### src/rtl/core/hds_pkg.sv
// ----------------------------------------------------------------------------
// hds_pkg
// Shared types, constants and tables of the hemisphere direction sampler.
// ----------------------------------------------------------------------------
package hds_pkg;

  localparam int unsigned LEN_BITS     = 24;
  localparam int unsigned SIN_BITS     = 17;
  localparam int unsigned CORDIC_STEPS = 16;
  localparam int unsigned DIV_BITS     = 17;
  localparam int unsigned IN_W         = 80;
  localparam int unsigned OUT_W        = 48;

  localparam logic signed [33:0] CORDIC_GAIN = 34'sd652032874;
  localparam logic [32:0]        TWO_PI_Q30  = 33'd6746518852;

  localparam logic [1:0] QUAD_0 = 2'd0;
  localparam logic [1:0] QUAD_1 = 2'd1;
  localparam logic [1:0] QUAD_2 = 2'd2;
  localparam logic [1:0] QUAD_3 = 2'd3;

  typedef struct packed {
    logic signed [15:0] normal_z;
    logic signed [15:0] normal_y;
    logic signed [15:0] normal_x;
    logic [15:0]        rand_b;
    logic [15:0]        rand_a;
  } in_t;

  typedef struct packed {
    logic signed [15:0] dir_z;
    logic signed [15:0] dir_y;
    logic signed [15:0] dir_x;
  } out_t;

  typedef struct packed {
    logic [15:0]        u1;
    logic [1:0]         quad;
    logic signed [15:0] nx;
    logic signed [15:0] ny;
    logic signed [15:0] nz;
    logic               sel;
    logic [31:0]        len2;
    logic [26:0]        len_rem;
    logic [23:0]        len_root;
    logic [33:0]        sin_rad;
    logic [19:0]        sin_rem;
    logic [16:0]        sin_root;
    logic signed [33:0] cx;
    logic signed [33:0] cy;
    logic signed [33:0] cz;
    logic [15:0]        mag_a;
    logic [15:0]        mag_b;
    logic               neg_a;
    logic               neg_b;
  } step_t;

  typedef struct packed {
    logic [15:0]        u1;
    logic [1:0]         quad;
    logic signed [15:0] nx;
    logic signed [15:0] ny;
    logic signed [15:0] nz;
    logic               sel;
    logic [23:0]        len;
    logic               zero;
    logic [39:0]        ra;
    logic [39:0]        rb;
    logic [16:0]        qa;
    logic [16:0]        qb;
    logic               neg_a;
    logic               neg_b;
    logic [16:0]        sin_t;
    logic signed [19:0] px;
    logic signed [19:0] py;
    logic signed [19:0] cs;
    logic signed [19:0] sn;
    logic signed [37:0] lxp;
    logic signed [37:0] lyp;
  } div_t;

  function automatic logic signed [33:0] atan_q30(input logic [3:0] i);
    logic signed [33:0] r;
    case (i)
      4'd0:    r = 34'sh03243F6A8;
      4'd1:    r = 34'sh01DAC6705;
      4'd2:    r = 34'sh00FADBAFC;
      4'd3:    r = 34'sh007F56EA6;
      4'd4:    r = 34'sh003FEAB76;
      4'd5:    r = 34'sh001FFD55B;
      4'd6:    r = 34'sh000FFFAAA;
      4'd7:    r = 34'sh0007FFF55;
      4'd8:    r = 34'sh0003FFFEA;
      4'd9:    r = 34'sh0001FFFFD;
      4'd10:   r = 34'sh0000FFFFF;
      4'd11:   r = 34'sh00007FFFF;
      4'd12:   r = 34'sh00003FFFF;
      4'd13:   r = 34'sh00001FFFF;
      4'd14:   r = 34'sh00000FFFF;
      default: r = 34'sh000007FFF;
    endcase
    return r;
  endfunction

endpackage

### src/rtl/core/hds_front.sv
// ----------------------------------------------------------------------------
// hds_front
// Input register, squares and azimuth scaling, tangent selection setup.
// ----------------------------------------------------------------------------
module hds_front (
  input  logic             clk_i,
  input  logic             rst_ni,
  input  logic             en_i,
  input  logic             vld_i,
  input  hds_pkg::in_t     data_i,
  output logic             vld_o,
  output hds_pkg::step_t   data_o
);

  logic                v0_q, v1_q, v2_q;
  hds_pkg::in_t        in_q;
  logic [31:0]         nx2_q, ny2_q, nz2_q, u1sq_q;
  logic [30:0]         z0_q;
  hds_pkg::in_t        in1_q;
  hds_pkg::step_t      out_q;

  logic signed [31:0]  sx, sy, sz;
  logic [31:0]         su;
  logic [46:0]         zp;
  logic                sel;
  logic signed [15:0]  m;
  hds_pkg::step_t      out_d;

  always_ff @(posedge clk_i or negedge rst_ni) begin
    if (!rst_ni) begin
      v0_q <= 1'b0;
      v1_q <= 1'b0;
      v2_q <= 1'b0;
    end else if (en_i) begin
      v0_q <= vld_i;
      v1_q <= v0_q;
      v2_q <= v1_q;
    end
  end

  always_comb begin
    sx = in_q.normal_x * in_q.normal_x;
    sy = in_q.normal_y * in_q.normal_y;
    sz = in_q.normal_z * in_q.normal_z;
    su = 32'(in_q.rand_a) * 32'(in_q.rand_a);
    zp = 47'(in_q.rand_b[13:0]) * 47'(hds_pkg::TWO_PI_Q30);
  end

  always_comb begin
    sel = nx2_q > ny2_q;
    m   = sel ? in1_q.normal_x : in1_q.normal_y;
    out_d          = '0;
    out_d.u1       = in1_q.rand_a;
    out_d.quad     = in1_q.rand_b[15:14];
    out_d.nx       = in1_q.normal_x;
    out_d.ny       = in1_q.normal_y;
    out_d.nz       = in1_q.normal_z;
    out_d.sel      = sel;
    out_d.len2     = (sel ? nx2_q : ny2_q) + nz2_q;
    out_d.sin_rad  = 34'h1_0000_0000 - 34'(u1sq_q);
    out_d.cx       = hds_pkg::CORDIC_GAIN;
    out_d.cy       = '0;
    out_d.cz       = $signed(34'(z0_q));
    out_d.neg_a    = in1_q.normal_z[15];
    out_d.mag_a    = in1_q.normal_z[15] ? 16'(-in1_q.normal_z) : in1_q.normal_z;
    out_d.neg_b    = !m[15] && (m != 16'sd0);
    out_d.mag_b    = m[15] ? 16'(-m) : m;
  end

  always_ff @(posedge clk_i) begin
    if (en_i) begin
      in_q   <= data_i;
      nx2_q  <= sx;
      ny2_q  <= sy;
      nz2_q  <= sz;
      u1sq_q <= su;
      z0_q   <= zp[46:16];
      in1_q  <= in_q;
      out_q  <= out_d;
    end
  end

  assign vld_o  = v2_q;
  assign data_o = out_q;

endmodule

### config.mk
export PLATFORM = sky130hd
export DESIGN_NAME = hds_front
export DESIGN_NICKNAME = d
export VERILOG_FILES = /design/src/rtl/core/hds_pkg.sv /design/src/rtl/core/hds_front.sv
export SDC_FILE = /design/constraint.sdc
export NUM_CORES = 2
export LEC_CHECK = 0
export ABC_AREA = 1
export ABC_CLOCK_PERIOD_IN_PS = 7700
export BUFFER_PORTS_ARGS = -buffer_cell sky130_fd_sc_hd__buf_2
export CAP_MARGIN = 20
export CORE_MARGIN = 4
export CORE_UTILIZATION = 30
export DETAILED_ROUTE_END_ITERATION = 6
export PLACE_DENSITY = 0.49
export SLEW_MARGIN = 20
export SYNTH_ARGS = -nofsm -noshare
export SYNTH_HDL_FRONTEND = slang
export SYNTH_SLANG_ARGS = --single-unit
export TNS_END_PERCENT = 10
### constraint.sdc
create_clock -name clk_i -period 7.7 [get_ports clk_i]
set_clock_uncertainty 0.05 [all_clocks]
set_input_delay 0.385 -clock clk_i [delete_from_list [all_inputs] [get_ports clk_i]]
set_output_delay 0.385 -clock clk_i [all_outputs]
set_load 0.05 [all_outputs]
Word level (Yosys, flattened, before mapping)
Index checks and enable logic that the tools add are counted.
- output and inout port bits: 358
- register bits: 520
- input bits: 84
- word-level logic and storage cells: 50
- reductions and logical operators: 3
- add/subtract/negate cells: 4
- magnitude comparators: 1
- mux-type cells: 4
- $mul: 5
- operator list (operator ; number):
    multiplier 16 x 16 -> 32 bit ; 4
    multiplier 14 x 31 -> 45 bit, second input constant ; 1
    subtractor 33 x 32 -> 34 bit, first input constant ; 1
    adder 32 bit ; 1
    > comparator 32 bit ; 1
    two-way mux 32 bit ; 1
    negation 16 bit ; 2
    two-way mux 15 bit ; 2
    two-way mux 16 bit ; 1
    nonzero test 16 bit ; 1
    logical AND 1 bit ; 1
    logical NOT 1 bit ; 1

Logic depth before layout (Yosys ltp)
- word-level depth: 4
- mapped depth: 28
- depth with buffers taken out: 27

Worst setup path before layout
OpenSTA, ideal clock, no wires.
- path type: register to register
- start point: register in_q[79] (netlist name)
- end point: register nz2_q[29], data pin
- clock period less this slack: 5.964 ns
- arrival: 5.649 ns
- stages on the path, launching flop included: 21
- path slack: 1.736 ns
- cells stage by stage: edfxtp_1 clkbuf_1 clkbuf_1 nand2_1 fa_1 inv_1 fa_1 inv_1 fa_1 fa_1 fa_1 fa_1 inv_1 ha_1 a21oi_1 inv_1 a31oi_1 inv_1 a211oi_1 o211ai_1 xor2_1
- cells in the longest elaborated chain, start to end: 1
- ends and longest elaborated chain (item ; line ; RTL):
    start: declaration ; hds_front.sv:16 ; hds_pkg::in_t in_q;
    start signal: assignment ; hds_front.sv:72 ; in_q <= data_i;
    multiplier 16 x 16 -> 32 bit ; hds_front.sv:44 ; sz = in_q.normal_z * in_q.normal_z;
    net sz[29] ; hds_front.sv:22 ; logic signed [31:0] sx, sy, sz;
    end signal: assignment ; hds_front.sv:75 ; nz2_q <= sz;
    end: declaration ; hds_front.sv:17 ; logic [31:0] nx2_q, ny2_q, nz2_q, u1sq_q;
The timed path passes the listed nets, and every way through them passes these cells.
A chain may end at the register's enable or synchronous reset.

Worst setup path in the final report
- start point: register in_q[66] (netlist name)
- end point: register nz2_q[31], data pin
The elaborated chain is that of the path after synthesis.

==> qor.yml <==
synth.ff_latch_count: 493
synth_cells: 6308
layout_commonest_cell: "inv_1"
cts_root_buffer: "clkbuf_16"
ant_nets: 0
synth_top_family_by_area: "adder cells"
arrival_ns: 7.02
antenna_found_initial: 4
die_width_um: 460
start_util_pct: 30.3
first_iter_violations: 2062
vias: 40300
cp.required_ns: 8.06
io_pins: 442
maxCapViolations: 0
synth-seq-area-share_pct: 24.1
syn_to_final_growth_pct: 11.5
cp_slowest_cell: "edfxtp_1"
grt_overflow_total: 0
multiInputGateArea_um2: 38700
regArea_um2: 14800
finalSetupViolations: 0
final_layout_size_suffix_gt1_share_pct: 7.14
ys_types: 60
rsz0062_at_grt: "false"
cts_hold_buf: 83
async_flop_share_pct: 0.609
synth_xor_area_share_pct: 4.02
grt.met2_usage_pct: 26.2
cp.buffers_inverters: 4
drt-wirelength-per-cell_um: 16.4
routed_wl_um: 154000
dp_hpwl_um: 127000
cpMostUsedCell: "fa_1"
dieArea_um2: 212000
setup_tns_ns: 0
drc: 0
fin_crit_sh_pct: 86.5
worstMarginPinSlew_ns: 0.992
numCtsBuffers: 70
nNetsFinal: 8297
ys_warn_count: 0
path_clk_slew_ns: 0.05
slew_headroom_pct: 33.9
layout_common_cells: "inv_1 (1772), fa_1 (990), nand2_1 (931), ha_1 (586), edfxtp_1 (490)"
grtUsageMet1_pct: 18.8
synth_adder_area_share_pct: 44.2
syn_area_um2: 61400
yosys.area_share.simple_pct: 9.05
die_y_um: 460
clock_latency_ns: 0.71
routabilityCongestion: 0.845
status: "finished clean"
syn_area_per_cell_um2: 9.73
cts_tree: "done"
worstSetupEndpointType: "flip-flop"
htreeDepth: 3
rows: 165
synth_top_area_share_pct: 32.3
grt-busiest-layer: "met2"
grt_pass1_wl_um: 244000
path_delay_family: "adder cells"
viasPerCell: 4.31
use_met3_pct: 2.02
clk_path_buf_depth: 3
synth_flop_cell: "edfxtp_1"
grt_max_degree: 153
firstDrtPassIters: 7
hold_viol_final: 0
synth_compound_area_share_pct: 4.80
synth_area_leaders: "fa_1 (32%), edfxtp_1 (24%), ha_1 (12%), inv_1 (11%), nand2_1 (5.7%)"
fmax_mhz: 150
track_usage_pct: 14.8
core-area_um2: 203000
startpoint_type: "flip-flop"
numPortBuffers: 281
synth_edf_count: 490
period_needed_ns: 6.66
final.fill_count: 20900
critical_path.max_stage_delay_ns: 0.87
worstSetupPathType: "flip-flop to flip-flop"
finalMaxSlewViolations: 0
hold_path_class: "input pin to flip-flop"
cts_sinks: 493
path_max_fanout: 18
cts-resized-gates: 0
cts_setup_buffers: 0
cp_cell_sequence: "nand2_1, fa_1, inv_1, fa_1, inv_1, fa_1, fa_1, fa_1, fa_1, inv_1, ha_1, a21oi_1, inv_1, a31oi_1, o311a_1, o21ai_0, a21oi_1, xor2_1"
grt_pass1_vias: 43800
synth.mux.area_fraction_pct: 0.0367
yosys.area.top_type: "fa_1"
[worst reg2reg max path: cells and delay by family, from the launching register on]
kind / cells / cell delay [ns]
AO/OA/AOI/OAI: 5 / 0.97
buffers and inverters: 4 / 0.48
flip-flops: 1 / 0.87
AND/OR/NAND/NOR: 1 / 0.27
adder cells (fa/ha/maj): 7 / 3.67
XOR/XNOR: 1 / 0.09
[metal layers]
| metal | wire length, um | vias to the layer above |
|---|---|---|
| met5 | 0 | - |
| met3 | 5050 | 156 |
| met2 | 77600 | 571 |
| met4 | 4110 | 0 |
| li1 | - | 19400 |
| met1 | 66800 | 20200 |
[flip-flops by register name, summed over array words and instances, names as in the netlist]
name,flops
data_o,193
in1_q,62
in_q,80
nx2_q,31
ny2_q,31
nz2_q,31
u1sq_q,31
v0_q,1
v1_q,1
vld_o,1
z0_q,31
[cell type report]
cell class | instances | area share (%)
antenna | 1 | 0.00365
multi-input combinational | 3889 | 56.6
clock inverter | 44 | 0.747
sequential | 493 | 21.6
tap | 2672 | 4.88
timing repair buffer | 406 | 3.78
clock buffer | 82 | 2.67
inverter | 1777 | 9.74
[synth_stat cells (13+ instances only)]
master    instances
a21boi_0         13
a21o_1           24
a21oi_1         225
a31oi_1          35
buf_4           164
clkbuf_1        136
edfxtp_1        490
fa_1            990
ha_1            586
inv_1          1772
nand2_1         931
nand3_1          78
nand4_1          19
nor2_1          232
nor3_1           35
nor4_1           16
o21a_1           14
o21ai_0         124
o21bai_1         24
xnor2_1         100
xor2_1          182
[stage by stage]
step           setup WS [ns]  util [%]  hold WS, ns  instance area, um^2  instances
3_5_place_dp            1.12      32.2        0.137                65300       9154
6_report                1.04      33.7        0.166                68500       9364
5_1_grt                0.717      33.7        0.219                68500       9364
2_1_floorplan           1.74         -       0.0394                62000       6466
4_1_cts                 1.11      33.7        0.184                68500       9363
3_3_place_gp            1.15      32.2        0.132                65300       9154
[path summary, 6_finish.rpt]
kind                            startpoint    endpoint  slack [ns]  cells past startpoint
worst max-delay path              in_q[66]   nz2_q[31]        1.04                     18
worst min-delay path                  en_i    in_q[77]        0.17                      1
worst max register to register    in_q[66]   nz2_q[31]        1.04                     18
worst min register to register    z0_q[27]  data_o[61]        0.35                      0
max in group asynchronous           rst_ni       vld_o        6.94                      3
min in group asynchronous           rst_ni        v0_q        0.51                      3
[cells by family (layout without fill, tap and decap cells)]
group	Yosys count	in the layout
other	2	161
AND/OR/NAND/NOR	1359	1359
AO/OA/AOI/OAI	510	510
XOR/XNOR	282	282
adder cells (fa/ha/maj)	1576	1576
buffers and inverters	2084	2309
flip-flops	493	493
multiplexers	2	2
Power is left out: the tool's default activity adds up to more than one toggle a clock period on the data nets, which glitch-free logic cannot reach.
