<file path="src/rtl/core/hds_pkg.sv">
// ----------------------------------------------------------------------------
// hds_pkg
// Shared types, constants and tables of the hemisphere direction sampler.
// ----------------------------------------------------------------------------
package hds_pkg;

  localparam int unsigned LEN_BITS     = 24;
  localparam int unsigned SIN_BITS     = 17;
  localparam int unsigned CORDIC_STEPS = 16;
  localparam int unsigned DIV_BITS     = 17;
  localparam int unsigned IN_W         = 80;
  localparam int unsigned OUT_W        = 48;

  localparam logic signed [33:0] CORDIC_GAIN = 34'sd652032874;
  localparam logic [32:0]        TWO_PI_Q30  = 33'd6746518852;

  localparam logic [1:0] QUAD_0 = 2'd0;
  localparam logic [1:0] QUAD_1 = 2'd1;
  localparam logic [1:0] QUAD_2 = 2'd2;
  localparam logic [1:0] QUAD_3 = 2'd3;

  typedef struct packed {
    logic signed [15:0] normal_z;
    logic signed [15:0] normal_y;
    logic signed [15:0] normal_x;
    logic [15:0]        rand_b;
    logic [15:0]        rand_a;
  } in_t;

  typedef struct packed {
    logic signed [15:0] dir_z;
    logic signed [15:0] dir_y;
    logic signed [15:0] dir_x;
  } out_t;

  typedef struct packed {
    logic [15:0]        u1;
    logic [1:0]         quad;
    logic signed [15:0] nx;
    logic signed [15:0] ny;
    logic signed [15:0] nz;
    logic               sel;
    logic [31:0]        len2;
    logic [26:0]        len_rem;
    logic [23:0]        len_root;
    logic [33:0]        sin_rad;
    logic [19:0]        sin_rem;
    logic [16:0]        sin_root;
    logic signed [33:0] cx;
    logic signed [33:0] cy;
    logic signed [33:0] cz;
    logic [15:0]        mag_a;
    logic [15:0]        mag_b;
    logic               neg_a;
    logic               neg_b;
  } step_t;

  typedef struct packed {
    logic [15:0]        u1;
    logic [1:0]         quad;
    logic signed [15:0] nx;
    logic signed [15:0] ny;
    logic signed [15:0] nz;
    logic               sel;
    logic [23:0]        len;
    logic               zero;
    logic [39:0]        ra;
    logic [39:0]        rb;
    logic [16:0]        qa;
    logic [16:0]        qb;
    logic               neg_a;
    logic               neg_b;
    logic [16:0]        sin_t;
    logic signed [19:0] px;
    logic signed [19:0] py;
    logic signed [19:0] cs;
    logic signed [19:0] sn;
    logic signed [37:0] lxp;
    logic signed [37:0] lyp;
  } div_t;

  function automatic logic signed [33:0] atan_q30(input logic [3:0] i);
    logic signed [33:0] r;
    case (i)
      4'd0:    r = 34'sh03243F6A8;
      4'd1:    r = 34'sh01DAC6705;
      4'd2:    r = 34'sh00FADBAFC;
      4'd3:    r = 34'sh007F56EA6;
      4'd4:    r = 34'sh003FEAB76;
      4'd5:    r = 34'sh001FFD55B;
      4'd6:    r = 34'sh000FFFAAA;
      4'd7:    r = 34'sh0007FFF55;
      4'd8:    r = 34'sh0003FFFEA;
      4'd9:    r = 34'sh0001FFFFD;
      4'd10:   r = 34'sh0000FFFFF;
      4'd11:   r = 34'sh00007FFFF;
      4'd12:   r = 34'sh00003FFFF;
      4'd13:   r = 34'sh00001FFFF;
      4'd14:   r = 34'sh00000FFFF;
      default: r = 34'sh000007FFF;
    endcase
    return r;
  endfunction

endpackage

</file>
<file path="src/rtl/core/hds_step.sv">
// ----------------------------------------------------------------------------
// hds_step
// One stage: length root digit; early ones add a sin digit and a CORDIC step.
// ----------------------------------------------------------------------------
module hds_step #(
  parameter int unsigned IDX = 0
) (
  input  logic             clk_i,
  input  logic             rst_ni,
  input  logic             en_i,
  input  logic             vld_i,
  input  hds_pkg::step_t   data_i,
  output logic             vld_o,
  output hds_pkg::step_t   data_o
);

  localparam int unsigned LPOS = 47 - 2 * IDX;

  logic           vld_q;
  hds_pkg::step_t q;
  hds_pkg::step_t d;
  logic [47:0]    lv;
  logic [26:0]    lrem, ltrial;
  logic [19:0]    sin_rem_n;
  logic [16:0]    sin_root_n;
  logic signed [33:0] cx_n, cy_n, cz_n;

  always_comb begin
    lv     = {data_i.len2, 16'b0};
    lrem   = {data_i.len_rem[24:0], lv[LPOS -: 2]};
    ltrial = {1'b0, data_i.len_root, 2'b01};
  end

  if (IDX < hds_pkg::SIN_BITS) begin : g_sin
    localparam int unsigned SPOS = 33 - 2 * IDX;
    logic [19:0] srem, strial;
    always_comb begin
      srem   = {data_i.sin_rem[17:0], data_i.sin_rad[SPOS -: 2]};
      strial = {1'b0, data_i.sin_root, 2'b01};
      if (srem >= strial) begin
        sin_rem_n  = srem - strial;
        sin_root_n = {data_i.sin_root[15:0], 1'b1};
      end else begin
        sin_rem_n  = srem;
        sin_root_n = {data_i.sin_root[15:0], 1'b0};
      end
    end
  end else begin : g_sin_hold
    assign sin_rem_n  = data_i.sin_rem;
    assign sin_root_n = data_i.sin_root;
  end

  if (IDX < hds_pkg::CORDIC_STEPS) begin : g_rot
    logic signed [33:0] dx, dy, at;
    always_comb begin
      dx = data_i.cy >>> IDX;
      dy = data_i.cx >>> IDX;
      at = hds_pkg::atan_q30(4'(IDX));
      if (!data_i.cz[33]) begin
        cx_n = data_i.cx - dx;
        cy_n = data_i.cy + dy;
        cz_n = data_i.cz - at;
      end else begin
        cx_n = data_i.cx + dx;
        cy_n = data_i.cy - dy;
        cz_n = data_i.cz + at;
      end
    end
  end else begin : g_rot_hold
    assign cx_n = data_i.cx;
    assign cy_n = data_i.cy;
    assign cz_n = data_i.cz;
  end

  always_comb begin
    d = data_i;
    if (lrem >= ltrial) begin
      d.len_rem  = lrem - ltrial;
      d.len_root = {data_i.len_root[22:0], 1'b1};
    end else begin
      d.len_rem  = lrem;
      d.len_root = {data_i.len_root[22:0], 1'b0};
    end
    d.sin_rem  = sin_rem_n;
    d.sin_root = sin_root_n;
    d.cx       = cx_n;
    d.cy       = cy_n;
    d.cz       = cz_n;
  end

  always_ff @(posedge clk_i or negedge rst_ni) begin
    if (!rst_ni) begin
      vld_q <= 1'b0;
    end else if (en_i) begin
      vld_q <= vld_i;
    end
  end

  always_ff @(posedge clk_i) begin
    if (en_i) begin
      q <= d;
    end
  end

  assign vld_o  = vld_q;
  assign data_o = q;

endmodule

</file>
<file path="config.mk">
export PLATFORM = sky130hd
export DESIGN_NAME = hds_step
export DESIGN_NICKNAME = d
export VERILOG_FILES = /design/src/rtl/core/hds_pkg.sv /design/src/rtl/core/hds_step.sv
export SDC_FILE = /design/constraint.sdc
export NUM_CORES = 1
export LEC_CHECK = 0
export ABC_AREA = 1
export BUFFER_PORTS_ARGS = -buffer_cell sky130_fd_sc_hd__buf_2
export CORE_AREA = 2 2 282 284
export CTS_CLUSTER_SIZE = 20
export DETAILED_ROUTE_END_ITERATION = 10
export DIE_AREA = 0 0 284 286
export PLACE_DENSITY = 0.63
export SETUP_SLACK_MARGIN = 0.05
export SLEW_MARGIN = 15
export SYNTH_ARGS = -nofsm -noshare
export SYNTH_HDL_FRONTEND = slang
export SYNTH_SLANG_ARGS = --single-unit
</file>
<file path="constraint.sdc">
create_clock -name clk_i -period 0.8 [get_ports clk_i]
set_input_delay 0.16 -clock clk_i [delete_from_list [all_inputs] [get_ports clk_i]]
set_output_delay 0.16 -clock clk_i [all_outputs]
set_load 0.01 [all_outputs]
</file>
Yosys cells after proc, flatten, opt, wreduce, memory -nomap -nowiden
Index checks and enable logic that the tools add are counted.

storage, ports and cells
  input port bits = 361
  logic and storage cells = 35
  output and inout port bits = 358
  register bits = 358

operators by class
  add/subtract/negate cells = 7
  multiplexer cells = 6
  $lt $le $gt $ge = 2

operators by type and width
  cell                    count
  $mux 34                 3
  $sub 34x34->34          2
  $mux 51                 1
  $add 34x31->34 const B  1
  $add 34x34->34          1
  $sub 34x31->34 const B  1
  $ge 27x26->1            1
  $sub 27x26->27          1
  $ge 20x19->1            1
  $mux 20                 1
  $sub 20x19->20          1
  $mux 1                  1

Logic depth before layout (Yosys ltp)
  depth after elaboration = 2
  gate-level depth with buffers = 18
  gate-level depth less buffers = 17

Worst setup path before layout
No wires, ideal clock.

  kind = input-to-reg
  start = input data_i[67] (netlist bit)
  end = register q, in the netlist data_o[64] (data pin)
  library setup time = 252 ps
  path buffers = 2
  stages on the path = 14
  arrival time = 2082 ps
  slack = -1534 ps
  cells stage by stage = clkinv_1 -> clkbuf_1 -> buf_2 -> ha_1 -> nand2_1 -> inv_1 -> a21boi_1 -> o21ai_0 -> nand2_1 -> nand2_1 -> nand2_1 -> nand2_1 -> nand2_1 -> nand2_1

between the ends
  longest elaborated chain between the ends = 1

ends and longest elaborated chain
  item                    line             text
  start: declaration      hds_step.sv:12   input hds_pkg::step_t data_i,
  $mux 34                 hds_step.sv:59   if (!data_i.cz[33]) begin
  net cz_n[30]            hds_step.sv:26   logic signed [33:0] cx_n, cy_n, cz_n;
  end signal: assignment  hds_step.sv:101  q <= d;
  end: declaration        hds_step.sv:20   hds_pkg::step_t q;

The timed path passes the listed nets, and every way through them passes these cells.
A chain may end at the register's enable or synchronous reset.

Worst setup path after layout
  start = input data_i[75] (netlist bit)
  end = register q, in the netlist data_o[134] (data pin)

between the ends
  longest elaborated chain between the ends = 2
  elaborated cells between the ends (all ways) = 3
  those cells by class = add/sub (2); mux (1)

ends and longest elaborated chain
  item                                                     line
  $sub 34x34->34 / $add 34x34->34 (equally long branches)  hds_step.sv:60, hds_step.sv:64
  $mux 34 *                                                hds_step.sv:59
  net cx_n[32]                                             hds_step.sv:26

Mark *: on every way through the listed nets, which the timed path passes. The rest lies on a longest branch.

==> impl_metrics.env <==
export IMPL_status="finished, violations left"
export IMPL_violations="negative hold slack, negative setup slack"
export IMPL_finalWorstSetupSlack_ns=-0.739
export IMPL_synth_area_leaders="edfxtp_1 46%, nand2_1 11%, ha_1 9.4%"
export IMPL_required_ns=1.13
export IMPL_synth_top_family_by_area="simple AND/OR/NAND/NOR gates"
export IMPL_final_cell_mix="647 x buf_4, 584 x buf_2, 356 x edfxtp_1"
export IMPL_synth_compound_gate_area_share_pct=11.4
export IMPL_die_y_um=286
export IMPL_synth_fa_ha_area_share_pct=9.73
export IMPL_finalHoldViolCount=1
export IMPL_grt_max_degree=68
export IMPL_cts_tree="built"
export IMPL_grtUsageMet3_pct=4.32
export IMPL_holdPathStages=2
export IMPL_design_die_area_um2=81200
export IMPL_yosysSeqAreaShare_pct=46.2
export IMPL_worstPathArrival_ns=1.87
export IMPL_hold_ws_ns=-0.00959
export IMPL_cp_slowest_stage_delay_ns=0.28
export IMPL_htree_levels=2
export IMPL_power_density_nw_per_um2=1600
export IMPL_io_buffer_count=714
export IMPL_clk_latency_ns=0.57
export IMPL_min_period_over_period_pct=192
export IMPL_fillCellCount=6100
export IMPL_drive_gt1_share_pct=62.5
export IMPL_peakVddDrop_mv=1.44
export IMPL_yosys_warnings=0
export IMPL_drc=0
export IMPL_cts_buffers=42
export IMPL_core_area_um2=78400
export IMPL_yosysTopAreaCell="edfxtp_1"
export IMPL_drt_iter0_markers=2086
export IMPL_grt_overflow_total=0
export IMPL_cts_sinks=357
export IMPL_grt_pass1_vias=28100
export IMPL_synthCells=2722
export IMPL_io_pins=719
export IMPL_setup_violations=499
export IMPL_place_area_um2=35100
export IMPL_relSlewSlack_pct=54.3
export IMPL_final_antenna_net_count=0
export IMPL_antenna_found_initial=9
export IMPL_min_period_ns=1.54
export IMPL_path_clk_slew_ns=0.06
export IMPL_startpoint_type="input port"
export IMPL_avgViaCountPerCell=4.97
export IMPL_start_util_pct=29.6
export IMPL_synth_area_um2=23200
export IMPL_hpwl_um=84800
export IMPL_grt_busiest_layer="met2"
export IMPL_hold_class="input port to flop"
export IMPL_num_rows=103
export IMPL_area_growth_pct=102
export IMPL_vias=27700
export IMPL_synth_top_area_share_pct=46.1
export IMPL_crit_cells=15
export IMPL_multi_input_area_um2=17400
export IMPL_fin_nets=5027
export IMPL_max_freq_mhz=650
export IMPL_crit_slowest_cell="ha_4"
export IMPL_max_cap_violations=0
export IMPL_ys_ff_latch=357
export IMPL_cts_root_buf="clkbuf_16"
export IMPL_grt_pass1_wl_um=168000
export IMPL_worst_setup_path_end_kind="flop"
export IMPL_cts_max_path_buffers=3
export IMPL_dr_pass1_iters=6
export IMPL_path_cells="buf_8, inv_4, ha_4, buf_12, buf_6, nor2_4, nand2_2, o21ai_2, nand2_2, nand2_4, nand2_4, nand2_2, nand2_2, nand3_1, nand2_1"
export IMPL_rsz0062_at_grt="true"
export IMPL_synthFlopType="edfxtp_1"
export IMPL_synth_async_sr_flop_share_pct=0.280
export IMPL_reg2reg_depth=1
export IMPL_critPathBufInv=4
export IMPL_report_final_slew_viol_count=0
export IMPL_synthesis_nets=3261
export IMPL_worst_pin_slew_ns=0.686
export IMPL_leakagePower_nw=21.1
export IMPL_grt_use_met1_pct=32.3
export IMPL_gp_congestion=0.958
export IMPL_crit_top_cell="nand2_2"
export IMPL_track_usage_pct=27.2
export IMPL_cp_top_family="simple AND/OR/NAND/NOR gates"
export IMPL_avgRoutedWirePerCell_um=21.3
export IMPL_final_setup_tns_ns=-247.86
export IMPL_hold_buffers=248
export IMPL_grt_met2_usage_pct=48.9
export IMPL_critPathKind="input port to flop"
export IMPL_muxShareOfSynthArea_pct=0.0486
export IMPL_synth_cell_types=55
export IMPL_stdcell_count=5577
export IMPL_fp_dieW_um=284
export IMPL_syn_area_per_cell_um2=8.52
export IMPL_synth_edf_count=356
export IMPL_clock_skew_ns=0
export IMPL_mostFrequentLayoutCell="buf_4"
export IMPL_final_util_pct=59.7
export IMPL_area_sequential_um2=10700
export IMPL_dp_cells=5075
export IMPL_yosys_area_share_simple_pct=22.4
export IMPL_cp_max_fo=6
export IMPL_synth_xor_area_share_pct=2.76
export IMPL_stdcell_area_um2=46800
export IMPL_routed_wl_um=119000
[logic make-up (layout without fill, tap and decap cells)]
kind of cell               after synthesis  in the layout
buffers and inverters                  420           2220
muxes                                    1              1
other                                    0              5
DFF                                    357            357
and+or+nand+nor                       1217           1217
adders and majority gates              178            178
AOI/OAI and AO/OA                      476            476
xor gates and xnor gates                73             73
[flip-flops by register name, summed over array words and instances, names as in the netlist]
signal  count
vld_o       1
data_o    356
[through the flow]
step	hold WS [ns]	setup WS (ns)	power [W]
2_1_floorplan	-0.136	-1.09	0.0347
3_3_place_gp	-0.0651	-1.57	0.0458
3_5_place_dp	-0.0643	-1.53	0.0459
4_1_cts	-0.0500	-0.747	0.0718
5_1_grt	-0.0187	-0.782	0.0776
6_report	-0.00959	-0.739	0.0749
[cell usage after synthesis (9+ instances only)]
library cell and count:
nand2_1 679, nor2_2 9, inv_1 352, o21ai_2 16, o21ai_0 127, a21oi_1 212
xor2_1 54, clkbuf_1 9, xnor2_1 19, nand2_2 13, o21bai_1 21, a21o_1 17
nor2_1 218, ha_1 174, inv_2 13, edfxtp_1 356, o21ai_1 37, buf_4 21
nand3_1 200, nor3_1 32, nand4_1 31, buf_2 13
[layer usage]
layer,share of wire [%],vias up
li1,-,12700
met1,38,13400
met2,50,1258
met3,6.7,321
met4,5.1,6
met5,0.029,-
[path summary, 6_finish.rpt]
check / start / end / slack, ns
min in group asynchronous: rst_ni / vld_o / 0.42
min reg2reg: vld_o / vld_o / 0.51
min: data_i[37] / data_o[38] / -0.01
max: data_i[75] / data_o[134] / -0.74
max in group asynchronous: rst_ni / vld_o / 0.27
max reg2reg: vld_o / vld_o / 0.06
[layout make-up]
cell class	count	share of cell area, %
Multi-Input combinational cell	1945	37.1
Timing Repair Buffer	1766	30.2
Clock buffer	49	2.35
Sequential cell	357	22.9
Tap cell	1050	2.81
Antenna cell	5	0.0267
Clock inverter	29	0.636
Inverter	368	3.68
Timing Repair inverter	8	0.305
[report_power, final]
group | switching (W) | leakage [nW] | internal (W)
Combinational | 0.0164 | 16.9 | 0.0146
Sequential | 0.000954 | 3.49 | 0.0231
Clock | 0.00859 | 0.683 | 0.0113
[timing repair]
item | CTS | global route
setup endpoints to repair | 502 | 507
endpoints found under the hold margin | 254 | 2
cloned | 11 | 2
gates resized for setup | 1066 | 494
buffers inserted | 126 | 48
pin swaps | 441 | 294
(Power assumes the default switching activity.)
