===== src/rtl/core/hds_pkg.sv =====
// ----------------------------------------------------------------------------
// hds_pkg
// Shared types, constants and tables of the hemisphere direction sampler.
// ----------------------------------------------------------------------------
package hds_pkg;

  localparam int unsigned LEN_BITS     = 24;
  localparam int unsigned SIN_BITS     = 17;
  localparam int unsigned CORDIC_STEPS = 16;
  localparam int unsigned DIV_BITS     = 17;
  localparam int unsigned IN_W         = 80;
  localparam int unsigned OUT_W        = 48;

  localparam logic signed [33:0] CORDIC_GAIN = 34'sd652032874;
  localparam logic [32:0]        TWO_PI_Q30  = 33'd6746518852;

  localparam logic [1:0] QUAD_0 = 2'd0;
  localparam logic [1:0] QUAD_1 = 2'd1;
  localparam logic [1:0] QUAD_2 = 2'd2;
  localparam logic [1:0] QUAD_3 = 2'd3;

  typedef struct packed {
    logic signed [15:0] normal_z;
    logic signed [15:0] normal_y;
    logic signed [15:0] normal_x;
    logic [15:0]        rand_b;
    logic [15:0]        rand_a;
  } in_t;

  typedef struct packed {
    logic signed [15:0] dir_z;
    logic signed [15:0] dir_y;
    logic signed [15:0] dir_x;
  } out_t;

  typedef struct packed {
    logic [15:0]        u1;
    logic [1:0]         quad;
    logic signed [15:0] nx;
    logic signed [15:0] ny;
    logic signed [15:0] nz;
    logic               sel;
    logic [31:0]        len2;
    logic [26:0]        len_rem;
    logic [23:0]        len_root;
    logic [33:0]        sin_rad;
    logic [19:0]        sin_rem;
    logic [16:0]        sin_root;
    logic signed [33:0] cx;
    logic signed [33:0] cy;
    logic signed [33:0] cz;
    logic [15:0]        mag_a;
    logic [15:0]        mag_b;
    logic               neg_a;
    logic               neg_b;
  } step_t;

  typedef struct packed {
    logic [15:0]        u1;
    logic [1:0]         quad;
    logic signed [15:0] nx;
    logic signed [15:0] ny;
    logic signed [15:0] nz;
    logic               sel;
    logic [23:0]        len;
    logic               zero;
    logic [39:0]        ra;
    logic [39:0]        rb;
    logic [16:0]        qa;
    logic [16:0]        qb;
    logic               neg_a;
    logic               neg_b;
    logic [16:0]        sin_t;
    logic signed [19:0] px;
    logic signed [19:0] py;
    logic signed [19:0] cs;
    logic signed [19:0] sn;
    logic signed [37:0] lxp;
    logic signed [37:0] lyp;
  } div_t;

  function automatic logic signed [33:0] atan_q30(input logic [3:0] i);
    logic signed [33:0] r;
    case (i)
      4'd0:    r = 34'sh03243F6A8;
      4'd1:    r = 34'sh01DAC6705;
      4'd2:    r = 34'sh00FADBAFC;
      4'd3:    r = 34'sh007F56EA6;
      4'd4:    r = 34'sh003FEAB76;
      4'd5:    r = 34'sh001FFD55B;
      4'd6:    r = 34'sh000FFFAAA;
      4'd7:    r = 34'sh0007FFF55;
      4'd8:    r = 34'sh0003FFFEA;
      4'd9:    r = 34'sh0001FFFFD;
      4'd10:   r = 34'sh0000FFFFF;
      4'd11:   r = 34'sh00007FFFF;
      4'd12:   r = 34'sh00003FFFF;
      4'd13:   r = 34'sh00001FFFF;
      4'd14:   r = 34'sh00000FFFF;
      default: r = 34'sh000007FFF;
    endcase
    return r;
  endfunction

endpackage


===== src/rtl/core/hds_div.sv =====
// ----------------------------------------------------------------------------
// hds_div
// One quotient bit of both tangent divisions; early stages also place the
// azimuth in its quadrant and scale it by sin theta.
// ----------------------------------------------------------------------------
module hds_div #(
  parameter int unsigned IDX = 0
) (
  input  logic            clk_i,
  input  logic            rst_ni,
  input  logic            en_i,
  input  logic            vld_i,
  input  hds_pkg::div_t   data_i,
  output logic            vld_o,
  output hds_pkg::div_t   data_o
);

  logic          vld_q;
  hds_pkg::div_t q;
  hds_pkg::div_t d;
  logic [39:0]   dv;
  logic signed [19:0] cs_n, sn_n;
  logic               zero_n;
  logic signed [37:0] lxp_n, lyp_n;

  if (IDX == hds_pkg::DIV_BITS - 1) begin : g_quad
    always_comb begin
      zero_n = (data_i.len == 24'd0);
      case (data_i.quad)
        hds_pkg::QUAD_0: begin
          cs_n = data_i.px;
          sn_n = data_i.py;
        end
        hds_pkg::QUAD_1: begin
          cs_n = -data_i.py;
          sn_n = data_i.px;
        end
        hds_pkg::QUAD_2: begin
          cs_n = -data_i.px;
          sn_n = -data_i.py;
        end
        default: begin
          cs_n = data_i.py;
          sn_n = -data_i.px;
        end
      endcase
    end
  end else begin : g_quad_hold
    assign zero_n = data_i.zero;
    assign cs_n   = data_i.cs;
    assign sn_n   = data_i.sn;
  end

  if (IDX == hds_pkg::DIV_BITS - 2) begin : g_scale
    always_comb begin
      lxp_n = $signed({1'b0, data_i.sin_t}) * data_i.cs;
      lyp_n = $signed({1'b0, data_i.sin_t}) * data_i.sn;
    end
  end else begin : g_scale_hold
    assign lxp_n = data_i.lxp;
    assign lyp_n = data_i.lyp;
  end

  always_comb begin
    dv     = 40'(data_i.len) << IDX;
    d      = data_i;
    d.zero = zero_n;
    d.cs   = cs_n;
    d.sn   = sn_n;
    d.lxp  = lxp_n;
    d.lyp  = lyp_n;
    if (data_i.ra >= dv) begin
      d.ra      = data_i.ra - dv;
      d.qa[IDX] = 1'b1;
    end
    if (data_i.rb >= dv) begin
      d.rb      = data_i.rb - dv;
      d.qb[IDX] = 1'b1;
    end
  end

  always_ff @(posedge clk_i or negedge rst_ni) begin
    if (!rst_ni) begin
      vld_q <= 1'b0;
    end else if (en_i) begin
      vld_q <= vld_i;
    end
  end

  always_ff @(posedge clk_i) begin
    if (en_i) begin
      q <= d;
    end
  end

  assign vld_o  = vld_q;
  assign data_o = q;

endmodule


===== config.mk =====
export PLATFORM = sky130hd
export DESIGN_NAME = hds_div
export DESIGN_NICKNAME = d
export VERILOG_FILES = /design/src/rtl/core/hds_pkg.sv /design/src/rtl/core/hds_div.sv
export SDC_FILE = /design/constraint.sdc
export NUM_CORES = 1
export LEC_CHECK = 0
export BUFFER_PORTS_ARGS = -buffer_cell sky130_fd_sc_hd__buf_2
export CORE_AREA = 2 2 298 300
export CTS_CLUSTER_DIAMETER = 60
export DETAILED_ROUTE_END_ITERATION = 8
export DIE_AREA = 0 0 300 302
export PLACE_DENSITY_LB_ADDON = 0.05
export SYNTH_ARGS = -nofsm -noshare
export SYNTH_HDL_FRONTEND = slang
export SYNTH_SLANG_ARGS = --single-unit

===== constraint.sdc =====
create_clock -name clk_i -period 0.9 [get_ports clk_i]
set_input_delay 0 -clock clk_i [delete_from_list [all_inputs] [get_ports clk_i]]
set_output_delay 0 -clock clk_i [all_outputs]
set_load 0.02 [all_outputs]

### After elaboration in Yosys (flattened, before gate mapping)

Cells that the tools add are included.

| storage, ports and cells | value |
|---|---|
| output and inout bits | 382 |
| bits of input ports | 385 |
| logic and storage cells | 30 |
| bits in registers | 382 |

| cells by class | value |
|---|---|
| $lt $le $gt $ge | 2 |
| add/subtract/negate cells | 2 |
| multiplexer cells | 2 |

Operators by type and width:

| operator | count |
|---|---|
| greater-or-equal comparator 40 x 24 -> 1 bit | 2 |
| 2-to-1 mux 40 bit | 2 |
| subtractor 40 x 24 -> 40 bit | 2 |

### Depth between registers and ports, before layout

Gate-level depths: netlist of run 1.

| logic depth | value |
|---|---|
| depth after elaboration | 2 |
| mapped depth | 13 |
| depth with buffers taken out | 11 |

### Worst setup path before layout of run 1

Ideal clock, no wire load.

| timing | value |
|---|---|
| path type | input -> register |
| start | in data_i[249] in the netlist's numbering |
| end | reg q, in the netlist data_o[275], data pin |
| stages | 13 |
| data required time | 0.634 ns |
| library setup time | 0.266 ns |
| path buffers | 2 |
| path slack | -1.573 ns |
| data arrival time | 2.208 ns |
| path through | inv_1 -> ha_1 -> fa_1 -> nor2b_1 -> o31a_1 -> o211ai_1 -> a31o_2 -> a21oi_1 -> nor2_2 -> buf_6 -> buf_6 -> nor3_1 -> xor2_1 |

RTL lines:

| element | RTL line | source |
|---|---|---|
| start: declaration | hds_div.sv:13 | `input hds_pkg::div_t data_i,` |
| end signal: assignment | hds_div.sv:92 | `q <= d;` |
| end: declaration | hds_div.sv:19 | `hds_pkg::div_t q;` |

==> summary.md, run 1 <==
| Metric | Value |
|---|---|
| Die width | 300 µm |
| Period minus WS final | 1.97 ns |
| Commonest non-fill, non-tap cells in the layout | buf_2, buf_6, dlygate4sd3_1, edfxtp_1, buf_4 |
| Top Usage Layer GRT | met2 |
| Antenna Nets Post-Route | 0 |
| Netlist cell types | 67 |
| IO Count | approximately 770 |
| Post-synth ARST share | less than 1% |
| Pre-antenna DRT Iters | 7 |
| Global-route wire length before repair | around 120 mm |
| WHS | -0.240 ns |
| Clk_skew | 0 ns |
| Die height | 302 µm |
| IO Port Bufs | around 770 |
| DP HPWL | around 67 mm |
| Final Wtd Congestion | 0.804 |
| Vias per std cell | between 3 and 4 |
| H-tree levels | 2 |
| Relative slew slack | between 60 and 70% |
| # rows | between 100 and 150 |
| All-Layer GR Usage | 18.1% |
| Clk buf depth | 3 |
| R2R Path Start | vld_o |
| Post-route setup slack | -1.07 ns |
| Peak VDD IR | 1.28 mV |
| Warnings from Yosys | 0 |
| Initial antenna violation count | 21 |
| TritonCTS clock tree | yes |
| CTS root buffer | clkbuf_16 |
| Met3 usage | ~5.4% |
| Critical hold path startpoint | data_i[249] |
| Worst-path maximum fanout | 6 |
| Worst path slowest cell | fa_2 |
| CP peak stage delay | ~0.37 ns |
| Share of layout cells above drive strength 1 | between 50% and 60% |
| Vias in the first global route | approximately 16000 |
| Commonest non-fill, non-tap cell in the layout | buf_2 |
| Max Fclk | between 500 and 600 MHz |
| Nets | roughly 3000 |
| Worst-path clk slew | roughly 0.06 ns |
| Endpoints failing setup | 465 |
| Critical Path Source | data_i[290] |
| Leak pwr | 0.0141 µW |
| Outcome | finished, violations left |
| Critical path type | input port to flop |
| Cell Area, Placed | about 24000 µm² |
| Fin area | between 30000 and 40000 µm² |
| Synth Net Count | roughly 1400 |
| Die area | around 91000 µm² |
| Hold Crit Class | input port to flop |
| Total Wirelength | about 85 mm |
| Core area | between 80000 and 90000 µm² |
| Ys flop type | edfxtp_1 |
| Failing checks | negative hold slack, negative setup slack |
| Final Hold Viols | 3 |
| Synth Instances | ~1000 |
| Max_cap viols | 0 |
| TNS Setup | -171.52 ns |
| Final period utilization | 219% |
| CP required | around 1.2 ns |
| Yosys reg bits | approximately 380 |
| Wire per inst | 22.7 µm |
| Drt initial violations | between 500 and 600 |
| Largest net degree at the start of global routing | 27 |
| Fill count | around 8600 |
| # DRC | 0 |
| Grt met1 use | roughly 22% |
| CP endpoint kind | flop |
| Critical Path Start Type | input port |
| GR Util met2 | between 30 and 40% |
| EDFF count, synth | between 300 and 400 |
| Slew Viols, Final | 0 |
| Syn avg cell area | roughly 15 µm² |
| Least-Margin Pin Slew | about 0.52 ns |
| Area Growth Syn to Fin | 120% |
| Clk Latency, worst-skew pair | approximately 0.6 ns |
| Initial Util | between 15 and 20% |
| CP cell instances | buf_12 -> ha_4 -> fa_2 -> nor2b_4 -> o31a_1 -> o211ai_1 -> a31o_2 -> a21oi_4 -> nor2_4 -> buf_6 -> nor4_4 -> xor2_1 |
| Pwr dens | 1720 nW/µm² |
| Seq/Total Area, Yosys | between 70% and 80% |
| RSZ-0062 raised after global routing | yes |
| CTS Sinks | 382 |
| Cell area after synthesis | 15500 µm² |
| GRT Residual Overflow | 0 |
| Cts bufs inserted | 54 |
| Via count | 14836 |
| Worst EP arrival | about 2.3 ns |
[logic make-up after synthesis]
group | Yosys count | synth area share, %
muxes | 5 | 0.355
xor gates and xnor gates | 72 | 4.07
and+or+nand+nor | 231 | 7.74
AOI/OAI and AO/OA | 201 | 8.00
adders and majority gates | 50 | 4.13
DFF | 382 | 74.0
buffers and inverters | 61 | 1.69
[metal layers]
metal  share of wire, %  vias to the layer above  wire, µm
li1                   -                     6960         -
met1                 41                     7283     35300
met2                 49                      456     42000
met3                7.0                      117      6000
met4                2.5                       20      2120
met5               0.15                        -       125
[worst max-delay path: cells and delay by family]
| family | cells | cell delay, ns |
|---|---|---|
| AOI/OAI and AO/OA | 4 | 0.85 |
| buffers and inverters | 2 | 0.26 |
| adders and majority gates | 2 | 0.53 |
| xor gates and xnor gates | 1 | 0.11 |
| and+or+nand+nor | 3 | 0.54 |
[per-stage QoR]
stage	total power (µW)	hold WS, ns	utilization [%]	std cells	worst slack [ns]
final	58600	-0.240	39.0	3763	-1.07
after global routing	61100	-0.251	39.0	3760	-1.15
after CTS	58500	-0.426	37.5	3738	-1.07
after detailed placement	32400	-0.222	26.8	3191	-1.95
after global placement	32500	-0.224	26.8	3191	-1.87
after floorplan	26600	-0.296	-	1002	-1.37
[synth_stat cells, types with 4 or more instances]
| cell | instances | area [µm²] |
|---|---|---|
| o211ai_1 | 6 | 45.0 |
| nand2b_1 | 11 | 68.8 |
| edfxtp_1 | 381 | 11400 |
| nor2_1 | 32 | 120 |
| o31ai_1 | 7 | 52.6 |
| inv_1 | 34 | 128 |
| o21a_1 | 11 | 82.6 |
| o21ai_0 | 78 | 390 |
| xor2_1 | 43 | 377 |
| nor4_1 | 11 | 68.8 |
| ha_1 | 48 | 601 |
| nor3_1 | 14 | 70.1 |
| and2_1 | 4 | 25.0 |
| nand4_1 | 13 | 81.3 |
| a211o_1 | 4 | 35.0 |
| and3_1 | 4 | 25.0 |
| a21oi_1 | 48 | 240 |
| nor2b_1 | 11 | 68.8 |
| buf_2 | 7 | 35.0 |
| xnor2_1 | 29 | 254 |
| nand2_1 | 85 | 319 |
| a21o_1 | 12 | 90.1 |
| a211oi_1 | 6 | 45.0 |
| nor3b_1 | 5 | 37.5 |
| or3_1 | 7 | 43.8 |
| clkbuf_1 | 15 | 56.3 |
| nand3_1 | 12 | 60.1 |
[flip-flops by register name, indices dropped and copies added (netlist names)]
name,cells
vld_o,1
data_o,381
[final timing paths]
kind                          endpoint  slack [ns]  cells after the start
setup / recovery           data_o[288]       -1.07                     12
hold / removal             data_o[249]       -0.24                      3
setup reg to reg                 vld_o           0                      2
hold reg to reg                  vld_o        0.65                      2
max in group asynchronous        vld_o        0.55                      3
min in group asynchronous        vld_o        0.25                      3
[area by class of cell]
| class | count | area [µm²] | area share [%] |
|---|---|---|---|
| Timing Repair Buffer | 1516 | 13500 | 39.4 |
| Sequential cell | 382 | 11500 | 33.6 |
| Multi-Input combinational cell | 559 | 5660 | 16.6 |
| Tap cell | 1165 | 1460 | 4.27 |
| Clock buffer | 60 | 1400 | 4.09 |
| Clock inverter | 41 | 427 | 1.25 |
| Inverter | 34 | 250 | 0.733 |
| Antenna cell | 6 | 15.0 | 0.0440 |
[timing repair]
item	in CTS	in global routing
hold buffers	383	4
gates cloned	10	0
gates resized for setup	831	322
hold endpoints to repair	427	6
endpoints found under the setup margin	464	500
pin swaps	109	82
buffers inserted	56	24
[report_power, final]
part           internal [µW]  total (µW)  switching [µW]
combinational           7530       14500            7000
sequential             21500       22400             868
clock                  12800       21700            8930
Note: power is estimated with default switching activity, not from simulation.
==> inputs of run 2 (changes only) <==
--- a/config.mk
+++ b/config.mk
@@ -6,11 +6,13 @@
 export NUM_CORES = 1
 export LEC_CHECK = 0
 export BUFFER_PORTS_ARGS = -buffer_cell sky130_fd_sc_hd__buf_2
-export CORE_AREA = 2 2 298 300
+export CORE_AREA = 2 2 300 302
+export CTS_BUF_LIST = sky130_fd_sc_hd__clkbuf_4
 export CTS_CLUSTER_DIAMETER = 60
 export DETAILED_ROUTE_END_ITERATION = 8
-export DIE_AREA = 0 0 300 302
+export DIE_AREA = 0 0 302 304
 export PLACE_DENSITY_LB_ADDON = 0.05
+export SETUP_SLACK_MARGIN = 0.4
 export SYNTH_ARGS = -nofsm -noshare
 export SYNTH_HDL_FRONTEND = slang
 export SYNTH_SLANG_ARGS = --single-unit
==> summary.md, run 2 (synthesis gave the netlist of run 1 again) <==
| Metric | Value |
|---|---|
| Slew Viols, Final | 0 (unchanged) |
| Hold Crit Class | input port to flop |
| Die width | 302 µm (+0.67%) |
| Clk_skew | 0 ns (unchanged) |
| Commonest non-fill, non-tap cells in the layout | dlygate4sd3_1, buf_2, edfxtp_1, buf_6, buf_4 |
| Fill count | 8722 (+1.0%) |
| Global-route wire length before repair | 121 mm (+2.9%) |
| # DRC | 0 (unchanged) |
| Switching power total | 16300 µW (-3.0%) |
| Area Growth Syn to Fin | 131% |
| Period minus WS final | 1.87 ns (-0.102 ns) |
| Largest net degree at the start of global routing | 27 (unchanged) |
| Final Hold Viols | 92 (+89) |
| Clk Latency, worst-skew pair | 0.91 ns (+0.31 ns) |
| Final design utilization | 40.2% (+1.2 points) |
| Cts bufs inserted | 113 (+110%) |
| Relative slew slack | 30.2% (-35 points) |
| Power Internal | 38700 µW (-7.4%) |
| Initial Util | 17.4% (-0.30 points) |
| Via count | 16178 (+9.0%) |
| Die height | 304 µm (+0.66%) |
| # rows | 110 (+0.92%) |
| Vias per std cell | 3.95 (+0.20%) |
| GRT Residual Overflow | 0 (unchanged) |
| Switching Fraction | 29.6% (+0.96 points) |
| RSZ-0062 raised after global routing | yes |
| Reg area | 11500 µm² (about the same) |
| Die area | 91800 µm² (+1.3%) |
| Final Wtd Congestion | 0.835 (+3.8%) |
| Max_cap viols | 0 (unchanged) |
| Worst-path maximum fanout | 7 (+1) |
| R2r worst-path depth | 1 (-1) |
| H-tree levels | 3 (+1) |
| Outcome | finished, violations left |
| Antenna Nets Post-Route | 0 (unchanged) |
| Nets | 3257 (+9.2%) |
| Pre-antenna DRT Iters | 5 (-2) |
| DP HPWL | 66.3 mm (-0.48%) |
| CP required | 1.57 ns (+0.33 ns) |
| Vias in the first global route | 17288 (+8.7%) |
| Core area | 89000 µm² (+1.7%) |
| Hold depth | 1 (-2) |
| Total Wirelength | 86.5 mm (+1.2%) |
| Wire per inst | 21.1 µm (-7.0%) |
| Post-route setup slack | -0.970 ns (+0.102 ns) |
| Clock network fraction of total power | 32.1% (-4.9 points) |
| Least-Margin Pin Slew | 1.04 ns (+0.526 ns) |
| Max Fclk | 535 MHz (+5.4%) |
| Final period utilization | 208% (-11 points) |
| IO Port Bufs | 766 (unchanged) |
| Initial antenna violation count | 21 (unchanged) |
| Seq pwr share | 40.6% (+2.4 points) |
| Commonest non-fill, non-tap cell in the layout | dlygate4sd3_1 |
| Area of the multi-input gates | 5470 µm² (-3.2%) |
| CTS Sinks | 382 (unchanged) |
| Endpoints failing setup | 845 (+82%) |
| Worst-path clk slew | 0.06 ns (about the same) |
| Clk buf depth | 3 (unchanged) |
| Logic pwr share | 27.3% (+2.5 points) |
| Max reg flops | 381 (unchanged) |
| TritonCTS clock tree | yes |
| Failing checks | negative hold slack, negative setup slack |
| All-Layer GR Usage | 18.3% (+0.25 points) |
| Share of layout cells above drive strength 1 | 53.9% (-3.8 points) |
| CP endpoint kind | flop |
| CTS root buffer | clkbuf_4 |
| Peak VDD IR | 0.951 mV (-25%) |
| Leak pwr | 0.0149 µW (+5.6%) |
| Worst EP arrival | 2.54 ns (+0.23 ns) |
| Critical Path Start Type | input port |
| Pwr dens | 1540 nW/µm² (-10%) |
| Drt initial violations | 625 (+23%) |
| WHS | -0.757 ns (-0.517 ns) |
| IO Count | 767 (unchanged) |
| Critical path type | input port to flop |
## run 2: cell types whose count changed in the layout (fill, tap and decap cells not counted), moves of 5 or more
cell / previous run / this run
dlygate4sd3_1: 386 / 608
clkbuf_4: 0 / 173
clkbuf_16: 55 / 1
buf_6: 393 / 371
buf_2: 395 / 416
buf_4: 292 / 280
clkinv_1: 11 / 19
o21ai_4: 15 / 7
buf_12: 31 / 38
a21oi_1: 24 / 30
inv_6: 10 / 4
clkbuf_1: 5 / 0
## run 2: layer usage
layer / routed length, µm / GRT usage (%) / part of all wire, % / vias up
met2: 41800 / 30.9 / 48 / 555
met1: 36300 / 22.4 / 42 / 7879
met4: 2180 / 5.92 / 2.5 / 12
met3: 6230 / 5.28 / 7.2 / 136
li1: - / - / - / 7596
met5: 77 / 0 / 0.089 / -
## run 2: cell type report
cell class / instances / share of cell area, %
repair buffers: 1732 / 43.7
flip-flops and latches: 382 / 32.1
multi-input cells: 559 / 15.3
well taps: 1176 / 4.11
clock buffers: 172 / 3.61
inverters: 34 / 0.626
clock inverters: 32 / 0.567
diodes: 8 / 0.0560
## run 2: critical path, stage by stage
cell,delay [ns]
buf_2,0.09
dlygate4sd3_1,0.62
ha_4,0.25
buf_4,0.16
a21o_1,0.18
a31o_2,0.21
inv_1,0.11
a21oi_4,0.08
buf_6,0.13
buf_6,0.11
or3_4,0.38
nor3_2,0.14
xor2_1,0.08
## run 2: power by group through the flow
stage / sequential [µW] / clock [µW] / combinational (µW)
2_1_floorplan: 24400 / 0 / 2230
3_3_place_gp: 22300 / 0 / 10200
3_5_place_dp: 22300 / 0 / 10100
4_1_cts: 22200 / 18500 / 14400
5_1_grt: 22500 / 19400 / 15900
6_report: 22300 / 17700 / 15000
## run 2: worst paths after layout
check	endpoint	startpoint	slack, ns
min in group asynchronous	vld_o	rst_ni	0.45
max reg2reg	vld_o	vld_o	0.12
min reg2reg	vld_o	vld_o	0.54
max in group asynchronous	vld_o	rst_ni	0.34
min	data_o[302]	data_i[302]	-0.76
max	data_o[281]	data_i[268]	-0.97
## run 2: metrics by stage
stage                     instances  setup slack, ns  setup TNS, ns  instance area (µm²)  power (µW)
after global placement         3205            -1.99        -159.23                23600       32600
after CTS                      4069           -0.970        -407.75                34400       55100
after global routing           4090           -0.917        -414.58                35700       57800
after floorplan                1002            -1.37         -96.47                16000       26600
final                          4095           -0.970        -373.67                35800       55000
after detailed placement       3205            -2.00        -161.00                23600       32400
## run 2: what timing repair did
item                                   4_1_cts  5_1_grt
buffers inserted                            35       24
gates resized for setup                    737      312
pin swaps                                   97       76
hold buffers                               616        9
setup endpoints to repair                  465      900
endpoints found under the hold margin      764      481
gates cloned                                 9        1
==> inputs of run 3 (changes only) <==
--- a/config.mk
+++ b/config.mk
@@ -6,12 +6,14 @@
 export NUM_CORES = 1
 export LEC_CHECK = 0
 export BUFFER_PORTS_ARGS = -buffer_cell sky130_fd_sc_hd__buf_2
+export CELL_PAD_IN_SITES_DETAIL_PLACEMENT = 1
+export CELL_PAD_IN_SITES_GLOBAL_PLACEMENT = 2
 export CORE_AREA = 2 2 300 302
 export CTS_BUF_LIST = sky130_fd_sc_hd__clkbuf_4
 export CTS_CLUSTER_DIAMETER = 60
 export DETAILED_ROUTE_END_ITERATION = 8
 export DIE_AREA = 0 0 302 304
-export PLACE_DENSITY_LB_ADDON = 0.05
+export PLACE_DENSITY = 0.58
 export SETUP_SLACK_MARGIN = 0.4
 export SYNTH_ARGS = -nofsm -noshare
 export SYNTH_HDL_FRONTEND = slang
==> summary.md, run 3 (synthesis gave the netlist of run 1 again) <==
| Metric | Value |
|---|---|
| H-tree levels | 3 (unchanged) |
| Final Hold Viols | 497 (+440%) |
| Worst-path maximum fanout | 3 (-4) |
| Failing checks | negative hold slack, negative setup slack |
| GR Util met2 | 34.7% (+3.8 points) |
| Post-route setup slack | -0.941 ns (+0.0294 ns) |
| Antenna Nets Post-Route | 0 (unchanged) |
| Met3 usage | 7.40% (+2.1 points) |
| Global-route wire length before repair | 138 mm (+14%) |
| DP HPWL | 69.2 mm (+4.5%) |
| Critical path type | input port to flop |
| Wire per inst | 25.3 µm (+20%) |
| Max reg flops | 381 (unchanged) |
| CP endpoint kind | flop |
| Final Wtd Congestion | 0.923 (+11%) |
| # rows | 110 (unchanged) |
| WHS | -0.755 ns (+0.00136 ns) |
| Area Growth Syn to Fin | 127% |
| Relative slew slack | 53.4% (+23 points) |
| Die area | 91800 µm² (unchanged) |
| Via count | 16584 (+2.5%) |
| Initial antenna violation count | 33 (+57%) |
| Endpoints failing setup | 464 (-45%) |
| Nets | 3183 (-2.3%) |
| CTS root buffer | clkbuf_4 |
| Max Fclk | 543 MHz (+1.6%) |
| Hold Crit Class | input port to flop |
| All-Layer GR Usage | 21.0% (+2.7 points) |
| Grt met1 use | 23.5% (+1.1 points) |
| Commonest non-fill, non-tap cells in the layout | dlygate4sd3_1, buf_2, buf_6, edfxtp_1, buf_4 |
| Leak pwr | 0.0148 µW (-0.96%) |
| Commonest non-fill, non-tap cell in the layout | dlygate4sd3_1 |
| IO Count | 767 (unchanged) |
| Pre-CTS WS | -2.04 ns (-0.0409 ns) |
| GRT Residual Overflow | 0 (unchanged) |
| Critical Path Start Type | input port |
| Max_cap viols | 0 (unchanged) |
| CP required | 1.53 ns (-0.04 ns) |
| Peak VDD IR | 0.926 mV (-2.6%) |
| Pre-antenna DRT Iters | 5 (unchanged) |
| Initial Util | 17.4% (unchanged) |
| Slew Viols, Final | 0 (unchanged) |
| CTS Sinks | 382 (unchanged) |
| Pwr dens | 1540 nW/µm² (+0.26%) |
| Total Wirelength | 102 mm (+17%) |
| TritonCTS clock tree | yes |
| Largest net degree at the start of global routing | 26 (-3.7%) |
| Final design utilization | 39.4% (-0.74 points) |
| Period minus WS final | 1.84 ns (-0.0294 ns) |
| Vias per std cell | 4.13 (+4.4%) |
| Least-Margin Pin Slew | 0.696 ns (-0.347 ns) |
| Top Usage Layer GRT | met2 |
| IO Port Bufs | 766 (unchanged) |
| Worst EP arrival | 2.47 ns (-0.07 ns) |
| Core area | 89000 µm² (unchanged) |
| # DRC | 0 (unchanged) |
| Worst-path clk slew | 0.06 ns (about the same) |
| Clk buf depth | 3 (unchanged) |
| Die height | 304 µm (unchanged) |
| Clk_skew | 0 ns (unchanged) |
| Clk Latency, worst-skew pair | 0.89 ns (-0.02 ns) |
| Outcome | finished, violations left |
| RSZ-0062 raised after global routing | yes |
| Vias in the first global route | 18493 (+7.0%) |
| Drt initial violations | 721 (+15%) |
| Cts bufs inserted | 108 (-4.4%) |
| Die width | 302 µm (unchanged) |
| Fill count | 9546 (+9.4%) |
| Share of layout cells above drive strength 1 | 53.4% (-0.49 points) |
| Final period utilization | 205% (-3.3 points) |
run 3: cell types whose count changed in the layout (fill, tap and decap cells not counted), moves of 13 or more:
cell,previous run,this run
clkbuf_4,173,144
dlygate4sd3_1,608,553
buf_2,416,394
dlymetal6s4s_1,0,20
buf_4,280,257
nand2_4,17,30
buf_6,371,390
run 3: through the flow:
stage | cell area [µm²] | cells | total power, µW | setup TNS [ns] | hold slack, ns
6_report | 35100 | 4020 | 54100 | -285.82 | -0.755
2_1_floorplan | 16000 | 1002 | 26600 | -96.47 | -0.296
3_3_place_gp | 23200 | 3164 | 32300 | -146.88 | -0.223
5_1_grt | 35100 | 4015 | 56500 | -326.60 | -0.817
3_5_place_dp | 23200 | 3164 | 32400 | -158.75 | -0.224
4_1_cts | 33500 | 4007 | 52900 | -334.03 | -0.906
run 3: timing repair:
action | 4_1_cts | 5_1_grt
setup endpoints to repair | 465 | 636
pin swaps | 82 | 88
gates cloned | 11 | 3
buffers inserted | 39 | 24
endpoints found under the hold margin | 764 | 509
resized for setup | 678 | 440
hold buffers | 604 | 11
run 3: area by class of cell:
cell class                      count  area, µm²  share of cell area (%)
Antenna cell                       17       42.5                   0.121
Multi-Input combinational cell    560       5490                    15.7
Sequential cell                   382      11500                    32.7
Tap cell                         1176       1470                    4.19
Timing Repair Buffer             1662      15100                    43.1
Clock inverter                     45        210                   0.599
Inverter                           34        219                   0.624
Clock buffer                      144       1080                    3.08
run 3: path summary, 6_finish.rpt:
path	startpoint	endpoint	slack, ns	cells past startpoint
setup reg to reg	vld_o	vld_o	0.11	1
hold reg to reg	vld_o	vld_o	0.55	1
min in group asynchronous	rst_ni	vld_o	0.50	4
setup / recovery	data_i[276]	data_o[286]	-0.94	11
hold / removal	data_i[296]	data_o[296]	-0.76	1
max in group asynchronous	rst_ni	vld_o	0.28	4
run 3: critical path: stages:
cell and delay, ns:
buf_6 0.09, or3_4 0.38, or3_4 0.41, nor4b_4 0.39, nor4b_4 0.33, nand2_2 0.13, buf_6 0.14, buf_6 0.11
o21ai_4 0.23, a311oi_2 0.08, xor2_1 0.18
run 3: layer usage:
| layer | part of all wire, % | vias to the layer above | wire (µm) |
|---|---|---|---|
| li1 | - | 7425 | - |
| met1 | 38 | 8184 | 38200 |
| met2 | 48 | 694 | 48500 |
| met3 | 8.2 | 251 | 8370 |
| met4 | 6.3 | 30 | 6390 |
| met5 | 0.18 | - | 185 |
run 3: power breakdown:
group	total (µW)	switching (µW)	internal, µW
clock network	16400	8940	7510
logic	15200	7410	7760
registers	22500	989	21500
total	54100	17300	36800
